### config.mk
export PLATFORM = sky130hd
export DESIGN_NAME = char_lcd_nibble_sequencer
export DESIGN_NICKNAME = d
export VERILOG_FILES = /design/src/cln_pkg.sv /design/src/cln_ctrl.sv /design/src/cln_datapath.sv /design/src/char_lcd_nibble_sequencer.sv
export SDC_FILE = /design/constraint.sdc
export NUM_CORES = 1
export LEC_CHECK = 0
export BUFFER_PORTS_ARGS = -buffer_cell sky130_fd_sc_hd__buf_4
export CAP_MARGIN = 40
export CORE_AREA = 2 2 78 80
export CTS_CLUSTER_SIZE = 8
export DETAILED_ROUTE_END_ITERATION = 7
export DIE_AREA = 0 0 80 82
export GPL_ROUTABILITY_DRIVEN = 0
export PLACE_DENSITY = 0.67
export SETUP_SLACK_MARGIN = 0.1
export SLEW_MARGIN = 30
export SYNTH_ARGS = -nofsm -noshare
export SYNTH_HDL_FRONTEND = slang
export SYNTH_SLANG_ARGS = --single-unit
### constraint.sdc
create_clock -name clk_i -period 2.16 [get_ports clk_i]
set_input_delay 0.432 -clock clk_i [delete_from_list [all_inputs] [get_ports clk_i]]
set_output_delay 0.432 -clock clk_i [all_outputs]
set_load 0.05 [all_outputs]
### src/cln_pkg.sv
// Shared types, constants and lookup functions for the character LCD nibble sequencer.
// No dependencies.
`default_nettype none

package cln_pkg;

  localparam int unsigned COLUMNS = 40;

  typedef enum logic [3:0] {
    OP_INIT    = 4'd0,
    OP_COMMAND = 4'd1,
    OP_DATA    = 4'd2,
    OP_CLEAR   = 4'd3,
    OP_HOME    = 4'd4,
    OP_CURSOR  = 4'd5,
    OP_DISPLAY = 4'd6,
    OP_SHOWCUR = 4'd7,
    OP_BLINK   = 4'd8
  } op_e;

  localparam logic [3:0]  INIT_LAST_NIB = 4'd11;
  localparam logic [3:0]  BYTE_LAST_NIB = 4'd1;

  localparam logic [7:0]  CMD_CLEAR      = 8'h01;
  localparam logic [7:0]  CMD_HOME       = 8'h02;
  localparam logic [7:0]  CMD_ENTRY_MODE = 8'h06;
  localparam logic [7:0]  CMD_DISP_CTRL  = 8'h08;
  localparam logic [7:0]  CMD_FUNC_SET   = 8'h28;
  localparam logic [7:0]  CMD_DDRAM_ADDR = 8'h80;
  localparam logic [2:0]  FLAG_DISPLAY   = 3'h4;
  localparam logic [2:0]  FLAG_CURSOR    = 3'h2;
  localparam logic [2:0]  FLAG_BLINK     = 3'h1;

  localparam logic [15:0] HOLD_STROBE  = 16'd1;
  localparam logic [15:0] HOLD_SETTLE  = 16'd50;
  localparam logic [15:0] HOLD_POWERUP = 16'd50000;
  localparam logic [15:0] EXTRA_WAKE   = 16'd5000;
  localparam logic [15:0] EXTRA_WAKE3  = 16'd60;
  localparam logic [15:0] EXTRA_SLOW   = 16'd2000;

  typedef struct packed {
    logic       accept;
    logic       load;
    logic       lead;
    logic [3:0] nib;
    logic [1:0] phase;
    logic       last;
  } cln_cmd_t;

  function automatic logic [3:0] init_nibble(input logic [3:0] nib);
    logic [3:0] val;
    unique case (nib)
      4'd0, 4'd1, 4'd2: val = 4'h3;
      4'd3:             val = 4'h2;
      4'd4:             val = CMD_FUNC_SET[7:4];
      4'd5:             val = CMD_FUNC_SET[3:0];
      4'd6:             val = CMD_DISP_CTRL[7:4];
      4'd7:             val = CMD_DISP_CTRL[3:0] | {1'b0, FLAG_DISPLAY};
      4'd8:             val = CMD_CLEAR[7:4];
      4'd9:             val = CMD_CLEAR[3:0];
      4'd10:            val = CMD_ENTRY_MODE[7:4];
      4'd11:            val = CMD_ENTRY_MODE[3:0];
      default:          val = 4'h0;
    endcase
    return val;
  endfunction

  function automatic logic [15:0] init_extra(input logic [3:0] nib);
    logic [15:0] val;
    unique case (nib)
      4'd0, 4'd1: val = EXTRA_WAKE;
      4'd2:       val = EXTRA_WAKE3;
      4'd9:       val = EXTRA_SLOW;
      default:    val = 16'd0;
    endcase
    return val;
  endfunction

endpackage

`default_nettype wire

### src/cln_ctrl.sv
// Step sequencer state machine: input handshake, step counters, output valid.
// Depends on cln_pkg.
`default_nettype none

module cln_ctrl
  import cln_pkg::*;
(
  input  wire logic     clk_i,
  input  wire logic     rst_ni,
  input  wire logic     in_valid_i,
  input  wire logic     in_init_i,
  input  wire logic     in_op_ok_i,
  output logic          in_ready_o,
  input  wire logic     out_ready_i,
  output logic          out_valid_o,
  output cln_cmd_t      cmd_o
);

  typedef enum logic {
    ST_IDLE,
    ST_RUN
  } state_e;

  state_e     state_q;
  logic       lead_q;
  logic       init_q;
  logic [3:0] nib_q;
  logic [1:0] phase_q;
  logic       out_valid_q;
  logic       accept;
  logic       load;
  logic       last;
  logic [3:0] last_nib;

  assign in_ready_o  = (state_q == ST_IDLE);
  assign accept      = in_valid_i && in_ready_o;
  assign load        = (state_q == ST_RUN) && (!out_valid_q || out_ready_i);
  assign last_nib    = init_q ? INIT_LAST_NIB : BYTE_LAST_NIB;
  assign last        = !lead_q && (phase_q == 2'd2) && (nib_q == last_nib);
  assign out_valid_o = out_valid_q;

  assign cmd_o.accept = accept;
  assign cmd_o.load   = load;
  assign cmd_o.lead   = lead_q;
  assign cmd_o.nib    = nib_q;
  assign cmd_o.phase  = phase_q;
  assign cmd_o.last   = last;

  always_ff @(posedge clk_i or negedge rst_ni) begin
    if (!rst_ni) begin
      state_q     <= ST_IDLE;
      lead_q      <= 1'b0;
      init_q      <= 1'b0;
      nib_q       <= 4'd0;
      phase_q     <= 2'd0;
      out_valid_q <= 1'b0;
    end else begin
      if (load) begin
        out_valid_q <= 1'b1;
      end else if (out_ready_i) begin
        out_valid_q <= 1'b0;
      end
      unique case (state_q)
        ST_IDLE: begin
          if (accept && in_op_ok_i) begin
            state_q <= ST_RUN;
            lead_q  <= in_init_i;
            init_q  <= in_init_i;
            nib_q   <= 4'd0;
            phase_q <= 2'd0;
          end
        end
        ST_RUN: begin
          if (load) begin
            if (lead_q) begin
              lead_q <= 1'b0;
            end else if (phase_q == 2'd2) begin
              phase_q <= 2'd0;
              if (nib_q == last_nib) begin
                state_q <= ST_IDLE;
              end else begin
                nib_q <= nib_q + 4'd1;
              end
            end else begin
              phase_q <= phase_q + 2'd1;
            end
          end
        end
        default: state_q <= ST_IDLE;
      endcase
    end
  end

  a_last_ends_run: assert property (@(posedge clk_i) disable iff (!rst_ni)
    load && last |=> state_q == ST_IDLE)
    else $error("run did not end after its last step");

  a_nib_bound: assert property (@(posedge clk_i) disable iff (!rst_ni)
    state_q == ST_RUN |-> nib_q <= last_nib && phase_q != 2'd3)
    else $error("step counters out of range");

  a_bad_op_idle: assert property (@(posedge clk_i) disable iff (!rst_ni)
    accept && !in_op_ok_i |=> state_q == ST_IDLE && !load)
    else $error("undefined request started a run");

  a_lead_init: assert property (@(posedge clk_i) disable iff (!rst_ni)
    lead_q |-> init_q && nib_q == 4'd0 && phase_q == 2'd0)
    else $error("lead-in step outside init");

endmodule

`default_nettype wire

### src/cln_datapath.sv
// Request decode, display flags and output step registers.
// Depends on cln_pkg.
`default_nettype none

module cln_datapath
  import cln_pkg::*;
(
  input  wire logic        clk_i,
  input  wire logic        rst_ni,
  input  wire cln_cmd_t    cmd_i,
  input  wire logic [3:0]  opcode_i,
  input  wire logic [7:0]  byte_value_i,
  input  wire logic [5:0]  column_i,
  input  wire logic        row_select_i,
  input  wire logic        turn_on_i,
  output logic             register_select_o,
  output logic             enable_pin_o,
  output logic [3:0]       data_nibble_o,
  output logic [15:0]      hold_us_o,
  output logic             last_step_o
);

  logic [2:0]  flags_q, flags_d;
  logic [7:0]  byte_q, byte_d;
  logic        rs_q, rs_d;
  logic        slow_q, slow_d;
  logic        init_q, init_d;
  logic [5:0]  col_sat;
  logic [2:0]  flag_bit;

  logic        out_rs_q, out_en_q, out_last_q;
  logic [3:0]  out_nib_q;
  logic [15:0] out_hold_q;

  logic        step_rs, step_en;
  logic [3:0]  step_nib;
  logic [15:0] step_extra, step_hold;

  assign col_sat = ({1'b0, column_i} >= 7'(COLUMNS)) ? 6'(COLUMNS - 1) : column_i;

  always_comb begin
    flags_d  = flags_q;
    byte_d   = byte_value_i;
    rs_d     = 1'b0;
    slow_d   = 1'b0;
    init_d   = 1'b0;
    flag_bit = 3'd0;
    unique case (op_e'(opcode_i))
      OP_INIT: begin
        init_d  = 1'b1;
        flags_d = FLAG_DISPLAY;
      end
      OP_COMMAND: ;
      OP_DATA:    rs_d = 1'b1;
      OP_CLEAR: begin
        byte_d = CMD_CLEAR;
        slow_d = 1'b1;
      end
      OP_HOME: begin
        byte_d = CMD_HOME;
        slow_d = 1'b1;
      end
      OP_CURSOR: byte_d = CMD_DDRAM_ADDR | {1'b0, row_select_i, col_sat};
      OP_DISPLAY, OP_SHOWCUR, OP_BLINK: begin
        if (op_e'(opcode_i) == OP_DISPLAY) begin
          flag_bit = FLAG_DISPLAY;
        end else if (op_e'(opcode_i) == OP_SHOWCUR) begin
          flag_bit = FLAG_CURSOR;
        end else begin
          flag_bit = FLAG_BLINK;
        end
        flags_d = turn_on_i ? (flags_q | flag_bit) : (flags_q & ~flag_bit);
        byte_d  = CMD_DISP_CTRL | {5'd0, flags_d};
      end
      default: flags_d = flags_q;
    endcase
  end

  always_comb begin
    if (init_q) begin
      step_nib   = init_nibble(cmd_i.nib);
      step_extra = init_extra(cmd_i.nib);
    end else begin
      step_nib   = cmd_i.nib[0] ? byte_q[3:0] : byte_q[7:4];
      step_extra = (slow_q && cmd_i.nib[0]) ? EXTRA_SLOW : 16'd0;
    end
    step_rs   = rs_q;
    step_en   = (cmd_i.phase == 2'd1);
    step_hold = (cmd_i.phase == 2'd2) ? (HOLD_SETTLE + step_extra) : HOLD_STROBE;
    if (cmd_i.lead) begin
      step_rs   = 1'b0;
      step_en   = 1'b0;
      step_nib  = 4'h0;
      step_hold = HOLD_POWERUP;
    end
  end

  always_ff @(posedge clk_i or negedge rst_ni) begin
    if (!rst_ni) begin
      flags_q <= 3'd0;
    end else if (cmd_i.accept) begin
      flags_q <= flags_d;
    end
  end

  always_ff @(posedge clk_i) begin
    if (cmd_i.accept) begin
      byte_q <= byte_d;
      rs_q   <= rs_d;
      slow_q <= slow_d;
      init_q <= init_d;
    end
    if (cmd_i.load) begin
      out_rs_q   <= step_rs;
      out_en_q   <= step_en;
      out_nib_q  <= step_nib;
      out_hold_q <= step_hold;
      out_last_q <= cmd_i.last;
    end
  end

  assign register_select_o = out_rs_q;
  assign enable_pin_o      = out_en_q;
  assign data_nibble_o     = out_nib_q;
  assign hold_us_o         = out_hold_q;
  assign last_step_o       = out_last_q;

endmodule

`default_nettype wire

### src/char_lcd_nibble_sequencer.sv
// Character LCD nibble sequencer, top level: stream ports, controller and datapath.
// Depends on cln_pkg, cln_ctrl and cln_datapath.
//
// Each request on the slave stream expands into pin steps for a 4-bit character LCD
// bus on the master stream. Every nibble is three steps (EN low 1 us, EN high 1 us,
// EN low 50 us or longer); tlast marks the final step of a request.
// Byte requests give 6 steps, init gives 37 (a 50 ms lead-in, four wake-up
// nibbles, then function set, display control, clear and entry mode).
// Undefined opcodes are accepted and give no steps.
// After a request is accepted, the sequencer enters its run state and then loads the
// first step into the output register when it is free. Throughput: one step per cycle
// while tready stays high; a request occupies the step counters for its whole run, so
// the single step sequencer takes the next request only once its last step is loaded.
// The output register holds a step while tready is low and the sequencer waits;
// the next request is taken as soon as the last step sits in that register.
// Reset clears the display flags, empties the output register and idles the
// sequencer.
`default_nettype none

module char_lcd_nibble_sequencer
  import cln_pkg::*;
(
  input  wire logic        clk_i,
  input  wire logic        rst_ni,
  input  wire logic        s_axis_tvalid,
  output logic             s_axis_tready,
  input  wire logic [23:0] s_axis_tdata,  // opcode, byte_value, column, row_select, turn_on
  output logic             m_axis_tvalid,
  input  wire logic        m_axis_tready,
  output logic [23:0]      m_axis_tdata,  // enable_pin, data_nibble, hold_us
  output logic             m_axis_tuser,  // register_select
  output logic             m_axis_tlast
);

  cln_cmd_t    cmd;
  logic [3:0]  opcode;
  logic        op_ok;
  logic        op_init;
  logic        enable_pin;
  logic [3:0]  data_nibble;
  logic [15:0] hold_us;

  assign opcode  = s_axis_tdata[3:0];
  assign op_ok   = (opcode <= OP_BLINK);
  assign op_init = (opcode == OP_INIT);

  cln_ctrl u_ctrl (
    .clk_i       (clk_i),
    .rst_ni      (rst_ni),
    .in_valid_i  (s_axis_tvalid),
    .in_init_i   (op_init),
    .in_op_ok_i  (op_ok),
    .in_ready_o  (s_axis_tready),
    .out_ready_i (m_axis_tready),
    .out_valid_o (m_axis_tvalid),
    .cmd_o       (cmd)
  );

  cln_datapath u_datapath (
    .clk_i             (clk_i),
    .rst_ni            (rst_ni),
    .cmd_i             (cmd),
    .opcode_i          (opcode),
    .byte_value_i      (s_axis_tdata[11:4]),
    .column_i          (s_axis_tdata[17:12]),
    .row_select_i      (s_axis_tdata[18]),
    .turn_on_i         (s_axis_tdata[19]),
    .register_select_o (m_axis_tuser),
    .enable_pin_o      (enable_pin),
    .data_nibble_o     (data_nibble),
    .hold_us_o         (hold_us),
    .last_step_o       (m_axis_tlast)
  );

  assign m_axis_tdata = {3'd0, hold_us, data_nibble, enable_pin};

endmodule

`default_nettype wire

==> impl_metrics.yaml, run 1 <==
pwr:
  total_power_w: 0.003526
  ir_worst_vdd_mv: 0.5056
  p_leak_nw: 1.281
  power_density_nw_per_um2: 1174
floorplan:
  die_x_um: 80
  die_area_um2: 6560
  io_pins: 56
  die_h_um: 82
  coreArea_um2: 5746
  fp-row-count: 28
  start_util_pct: 43.36
clocking:
  max-clock-path-buffers: 2
  insertion_delay_ns: 0.29
  cts.sinks: 45
  cts-root-buf: "clkbuf_8"
  post_cts_buffers: 0
  cts_tree: "yes"
  htree_num_levels: 2
  cts_buffers: 5
  clk_pin_slew_ns: 0.08
synth:
  yosys_register_bits: 45
  synth-edff-count: 32
  syn_avg_cell_area_um2: 10.83
  netlist.top_cell.by_area: "edfxtp_1"
  synthTopCellsByArea: "edfxtp_1, dfrtp_1, ha_1"
  synthFlopType: "edfxtp_1"
  synthesis.area_um2: 2491
  synth.yosys.seq_area_share_pct: 51.63
  yosysTopAreaCellShare_pct: 38.57
  synth_cell_types: 56
  yosys_warnings: 0
  async_reset_ff_share_pct: 28.89
  netlist_instances: 230
sta:
  fin_crit_sh_pct: 89.85
  timing.fmax_mhz: 515.3
  fin_skew_ns: 0.005923
  min_period_ns: 1.941
  tns_ns: 0
  tightest_slew_ns: 0.5223
  setup_viol_count_final: 0
  rsz0062_at_grt: "false"
  worst_slack_ns: 0.2193
  drv_slew: 0
  slew_headroom_pct: 65.10
  final_hold_viol_count: 0
global_routing:
  antenna_found_initial: 0
  grt_pass1_vias: 1732
  grt_overflow: 0
  grt_max_degree: 22
  track_usage_pct: 15.17
  grt_first_pass_wirelength_um: 7797
route:
  ant_nets: 0
  via_per_inst: 5.278
  dr.pass1.iters: 4
  wl_per_cell_um: 13.30
  drc: 0
  routed_wl_um: 4682
  drt_iter0_drc: 75
  vias: 1858
critical_path:
  reg2reg_depth: 7
  crit_arrival_ns: 1.99
  cp_max_fo: 5
  critPathLaunch: "u_ctrl.nib_q[1]$_DFFE_PN0P_"
  reg2reg_to: "u_datapath.hold_us_o[6]$_SDFFCE_PP1P_"
  rr_startpoint: "u_ctrl.nib_q[1]$_DFFE_PN0P_"
  endpoint_kind: "flop"
  start_kind: "flop"
  critical_path_required_ns: 2.21
  reg2reg_setup_slack_ns: 0.22
  worstSetupPathType: "reg2reg"
  setup.worst_path.end: "u_datapath.hold_us_o[6]$_SDFFCE_PP1P_"
final_layout:
  layout_common_cells: "buf_4, edfxtp_1, nand2_1"
  final_net_count: 312
  layout_commonest_cell: "buf_4"
  drive_gt1_share_pct: 28.16
  syn2layout_area_growth_pct: 20.54
  diodes: 0
  stdcell_count: 352
job:
  drv_cap: 0
run_status:
  status: "finished clean"
place:
  port_buffers: 47
  dp_hpwl_um: 3469
  pre_cts_ws_ns: 0.1633
  placedCellCount: 343
worst_hold_path:
  hold_path_class: "in2reg"
[Yosys cell counts, types with 2 or more instances]
| cell | instances |
|---|---|
| a211oi_1 | 5 |
| nand4_1 | 2 |
| xor2_1 | 2 |
| nor2b_1 | 8 |
| mux2i_1 | 7 |
| inv_1 | 8 |
| o22ai_1 | 3 |
| o31ai_1 | 2 |
| buf_4 | 6 |
| edfxtp_1 | 32 |
| a21o_1 | 2 |
| o21bai_1 | 2 |
| dfrtp_1 | 13 |
| a32o_1 | 2 |
| and2b_2 | 2 |
| ha_1 | 8 |
| a21oi_1 | 7 |
| o211ai_1 | 2 |
| buf_2 | 8 |
| nand2_1 | 19 |
| and3b_1 | 3 |
| mux2_2 | 3 |
| nor2_1 | 19 |
| nor3_1 | 9 |
| a221o_1 | 2 |
| nor4b_1 | 2 |
| nand2b_1 | 6 |
| or3b_2 | 2 |
| a22oi_1 | 2 |
| o21ai_0 | 9 |
| and3_1 | 3 |
| clkbuf_1 | 4 |
| nor3b_1 | 3 |
[routing by layer]
layer  GRT usage, %  routed length, µm
met5              0                  0
met4          4.746                 70
met3          2.967                258
met2          27.00               2255
met1          18.61               2097
[what timing repair did]
| item | in CTS | in global routing |
|---|---|---|
| endpoints found under the setup margin | 0 | 1 |
| hold buffers | 1 | 0 |
| hold endpoints to repair | 13 | 0 |
| gates resized for setup | 0 | 3 |
[where the power goes]
group | leakage [nW] | switching [W] | internal, W
registers | 0.472 | 0.000148 | 0.00122
logic | 0.764 | 0.00108 | 0.000586
clock network | 0.0450 | 0.000265 | 0.000224
total | 1.28 | 0.00150 | 0.00203
[how the worst min path moves through the flow]
stage                           from                                end  slack [ns]  cells after the start
global placement              rst_ni  u_datapath.flags_q[1]$_DFFE_PN0P_        0.30                      1
floorplan                     rst_ni          u_ctrl.init_q$_DFFE_PN0P_        0.14                      0
finish              s_axis_tdata[19]  u_datapath.flags_q[2]$_DFFE_PN0P_        0.43                      2
detailed placement            rst_ni  u_datapath.flags_q[1]$_DFFE_PN0P_        0.30                      1
CTS                  s_axis_tdata[8]     u_datapath.byte_q[4]$_DFFE_PP_        0.42                      2
global route        s_axis_tdata[15]     u_datapath.byte_q[3]$_DFFE_PP_        0.43                      2
[registers in the layout, summed over array words and instances, names as in the netlist]
name                          cells
u_ctrl.state_q                    1
u_datapath.data_nibble_o          4
u_datapath.rs_q                   1
u_datapath.hold_us_o             14
u_ctrl.init_q                     1
u_ctrl.out_valid_o                1
u_datapath.last_step_o            1
u_datapath.init_q                 1
u_datapath.flags_q                3
u_ctrl.lead_q                     1
u_datapath.enable_pin_o           1
u_ctrl.phase_q                    2
u_ctrl.nib_q                      4
u_datapath.byte_q                 8
u_datapath.register_select_o      1
u_datapath.slow_q                 1
[final cells by class]
class / count / area (µm²)
multi-input cells: 160 / 1091
inverters: 9 / 33.78
clock buffers: 6 / 72.57
flip-flops and latches: 45 / 1286
well taps: 75 / 93.84
repair buffers: 55 / 415.4
clock inverters: 2 / 10.01
fillers: 540 / 2743
[worst max-delay path, stage by stage, from the launching register on]
cell	delay [ns]
dfrtp_1	0.42
inv_1	0.11
ha_1	0.21
mux2_2	0.29
a31oi_4	0.20
ha_2	0.21
xor2_1	0.17
o21bai_1	0.08
[metrics by stage]
stage                     cell area, µm²  hold slack [ns]  util, %
final                               3003           0.4347    52.26
after global routing                3003           0.4276    52.26
after CTS                           2985           0.4234    51.96
after detailed placement            2893           0.2972    50.35
after global placement              2893           0.2961    50.35
after floorplan                     2505           0.1364        -
[cells by family after synthesis]
family,synth area share [%]
adders and majority gates,4.018
xor gates and xnor gates,0.7033
buffers and inverters,5.826
other,0.1505
AOI/OAI and AO/OA,14.97
DFF,51.63
muxes,4.169
and+or+nand+nor,18.53
No activity file was read; power rests on OpenSTA's default activity.
==> run 2, diff against run 1 <==
--- a/config.mk
+++ b/config.mk
@@ -12,7 +12,7 @@
 export DETAILED_ROUTE_END_ITERATION = 7
 export DIE_AREA = 0 0 80 82
 export GPL_ROUTABILITY_DRIVEN = 0
-export PLACE_DENSITY = 0.67
+export PLACE_DENSITY_LB_ADDON = 0.08
 export SETUP_SLACK_MARGIN = 0.1
 export SLEW_MARGIN = 30
 export SYNTH_ARGS = -nofsm -noshare
==> run 2 against run 1 <==
Net effect:
- sequential power hardly changed
- first-iteration DRC count is 47% lower
- critical path type unchanged
- power is 3.8% higher
- clock power is 27% higher
- count of clock-buffer cells in the layout stayed put
- die area stayed put
- global-route usage is 0.39 points higher
- via count is 2.3% lower
- register-to-register slack better by 0.05 ns
- final cell count is 0.57% higher
- fmax is 2.6% higher
- highest routed layer unchanged
- core utilization is 0.41 points higher
- largest cell class unchanged
==> impl_metrics.yaml, run 2 (synthesis results as in run 1) <==
run_status:
  status: "finished clean"
critical_path:
  reg2reg_setup_slack_ns: 0.27
  endpoint_kind: "flop"
  crit_slowest_cell: "dfrtp_1"
  cp_max_fo: 5
  rr_startpoint: "u_ctrl.nib_q[0]$_DFFE_PN0P_"
  worstSetupPathType: "reg2reg"
  critical_path_required_ns: 2.21
  cp_num_buf_inv: 1
  slowest_delay_ns: 0.43
  path_cells: "inv_1 -> ha_1 -> mux2_2 -> a31oi_1 -> ha_1 -> xor2_1 -> o21bai_1"
  worst-path-stages: 7
  start_kind: "flop"
  crit_family: "adder cells"
  crit_arrival_ns: 1.94
  reg2reg_depth: 7
  reg2reg_to: "u_datapath.hold_us_o[6]$_SDFFCE_PP1P_"
  crit_top_cell: "ha_1"
final_layout:
  largest_reg_flops: 14
  final_net_count: 314
  layout_common_cells: "buf_4, edfxtp_1, nand2_1"
  layout_commonest_cell: "buf_4"
  diodes: 0
  drive_gt1_share_pct: 28.32
  final_util_pct: 52.68
  syn2layout_area_growth_pct: 21.50
global_routing:
  track_usage_pct: 15.57
  grt_overflow: 0
  antenna_found_initial: 0
  grt_pass1_vias: 1601
  grt_first_pass_wirelength_um: 7734
  grt_max_degree: 22
floorplan:
  start_util_pct: 43.36
  die_area_um2: 6560
  die_h_um: 82
  coreArea_um2: 5746
  fp-row-count: 28
  die_x_um: 80
  io_pins: 56
sta:
  drv_slew: 0
  setup_viol_count_final: 0
  fin_crit_sh_pct: 87.55
  rsz0062_at_grt: "false"
  tns_ns: 0
  timing.fmax_mhz: 528.8
  fin_skew_ns: 0.003924
  min_period_ns: 1.891
  final_hold_viol_count: 0
worst_hold_path:
  hold_start: "s_axis_tdata[15]"
  hold_path_class: "in2reg"
  holdPathEnd: "u_datapath.byte_q[3]$_DFFE_PP_"
  hold_depth: 2
route:
  drc: 0
  vias: 1816
  dr.pass1.iters: 4
  ant_nets: 0
  wl_per_cell_um: 13.74
  routed_wl_um: 4863
  via_per_inst: 5.130
  drt_iter0_drc: 40
place:
  dp_hpwl_um: 3619
  port_buffers: 47
clocking:
  htree_num_levels: 2
  cts_tree: "yes"
  cts_buffers: 5
  clk_pin_slew_ns: 0.08
  cts.sinks: 45
  max-clock-path-buffers: 2
  cts-root-buf: "clkbuf_8"
  insertion_delay_ns: 0.29
job:
  drv_cap: 0
pwr:
  power_density_nw_per_um2: 1210
  p_leak_nw: 1.299
  ir_worst_vdd_mv: 0.5433
[run 2: changes by cell type in the layout (fill, tap and decap cells not counted), sizes merged]
cell and delta:
buf +2, bufinv +1, clkinv -1
[run 2: what timing repair did]
item / CTS / global route
hold buffers: 1 / 0
gates resized for setup: 0 / 1
hold endpoints to repair: 13 / 0
buffers inserted: 0 / 0
endpoints found under the setup margin: 0 / 1
[run 2: layer usage]
metal / GRT usage [%] / part of all wire, % / vias to the layer above
met5: 0 / 0 / -
met4: 5.593 / 0.90 / 0
met3: 3.297 / 3.7 / 4
met2: 24.25 / 47 / 32
met1: 21.55 / 48 / 844
li1: - / - / 936
[run 2: layout make-up]
cell class	count	area, µm²
flip-flops and latches	45	1287
well taps	75	93.84
clock inverters	2	35.03
clock buffers	6	72.57
fillers	568	2719
repair buffers	57	430.4
multi-input cells	160	1074
inverters	9	33.78
[run 2: worst max path at each step]
stage	start	end	slack (ns)
floorplan	u_ctrl.nib_q[0]$_DFFE_PN0P_	u_datapath.hold_us_o[6]$_SDFFCE_PP1P_	0.20
finish	u_ctrl.nib_q[0]$_DFFE_PN0P_	u_datapath.hold_us_o[6]$_SDFFCE_PP1P_	0.27
global route	u_ctrl.nib_q[1]$_DFFE_PN0P_	u_datapath.hold_us_o[6]$_SDFFCE_PP1P_	0.15
detailed placement	u_ctrl.nib_q[1]$_DFFE_PN0P_	u_datapath.hold_us_o[6]$_SDFFCE_PP1P_	0.23
global placement	u_ctrl.nib_q[1]$_DFFE_PN0P_	u_datapath.hold_us_o[6]$_SDFFCE_PP1P_	0.24
CTS	u_ctrl.nib_q[1]$_DFFE_PN0P_	u_datapath.hold_us_o[6]$_SDFFCE_PP1P_	0.22
[run 2: worst reg2reg max path, delay by kind of cell (launching register included)]
kind / cells / cell delay, ns
AOI/OAI and AO/OA: 2 / 0.29
DFF: 1 / 0.43
muxes: 1 / 0.26
adders and majority gates: 2 / 0.45
xor gates and xnor gates: 1 / 0.15
buffers and inverters: 1 / 0.08
[run 2: stage by stage]
stage / std cells / instance area (µm²) / power, W / hold WS, ns / setup WS [ns]
floorplan: 233 / 2505 / 0.002620 / 0.1364 / 0.1987
global placement: 345 / 2908 / 0.003055 / 0.2946 / 0.2391
detailed placement: 345 / 2908 / 0.003069 / 0.2957 / 0.2266
CTS: 354 / 3025 / 0.003690 / 0.4193 / 0.2176
global route: 354 / 3027 / 0.003905 / 0.4114 / 0.1491
finish: 354 / 3027 / 0.003661 / 0.4224 / 0.2689
[run 2: where the power goes]
group          total [W]  switching, W  leakage (nW)  internal (W)
combinational    0.00167       0.00108         0.772      0.000590
clock           0.000619      0.000276        0.0552      0.000343
sequential       0.00137      0.000151         0.471       0.00122
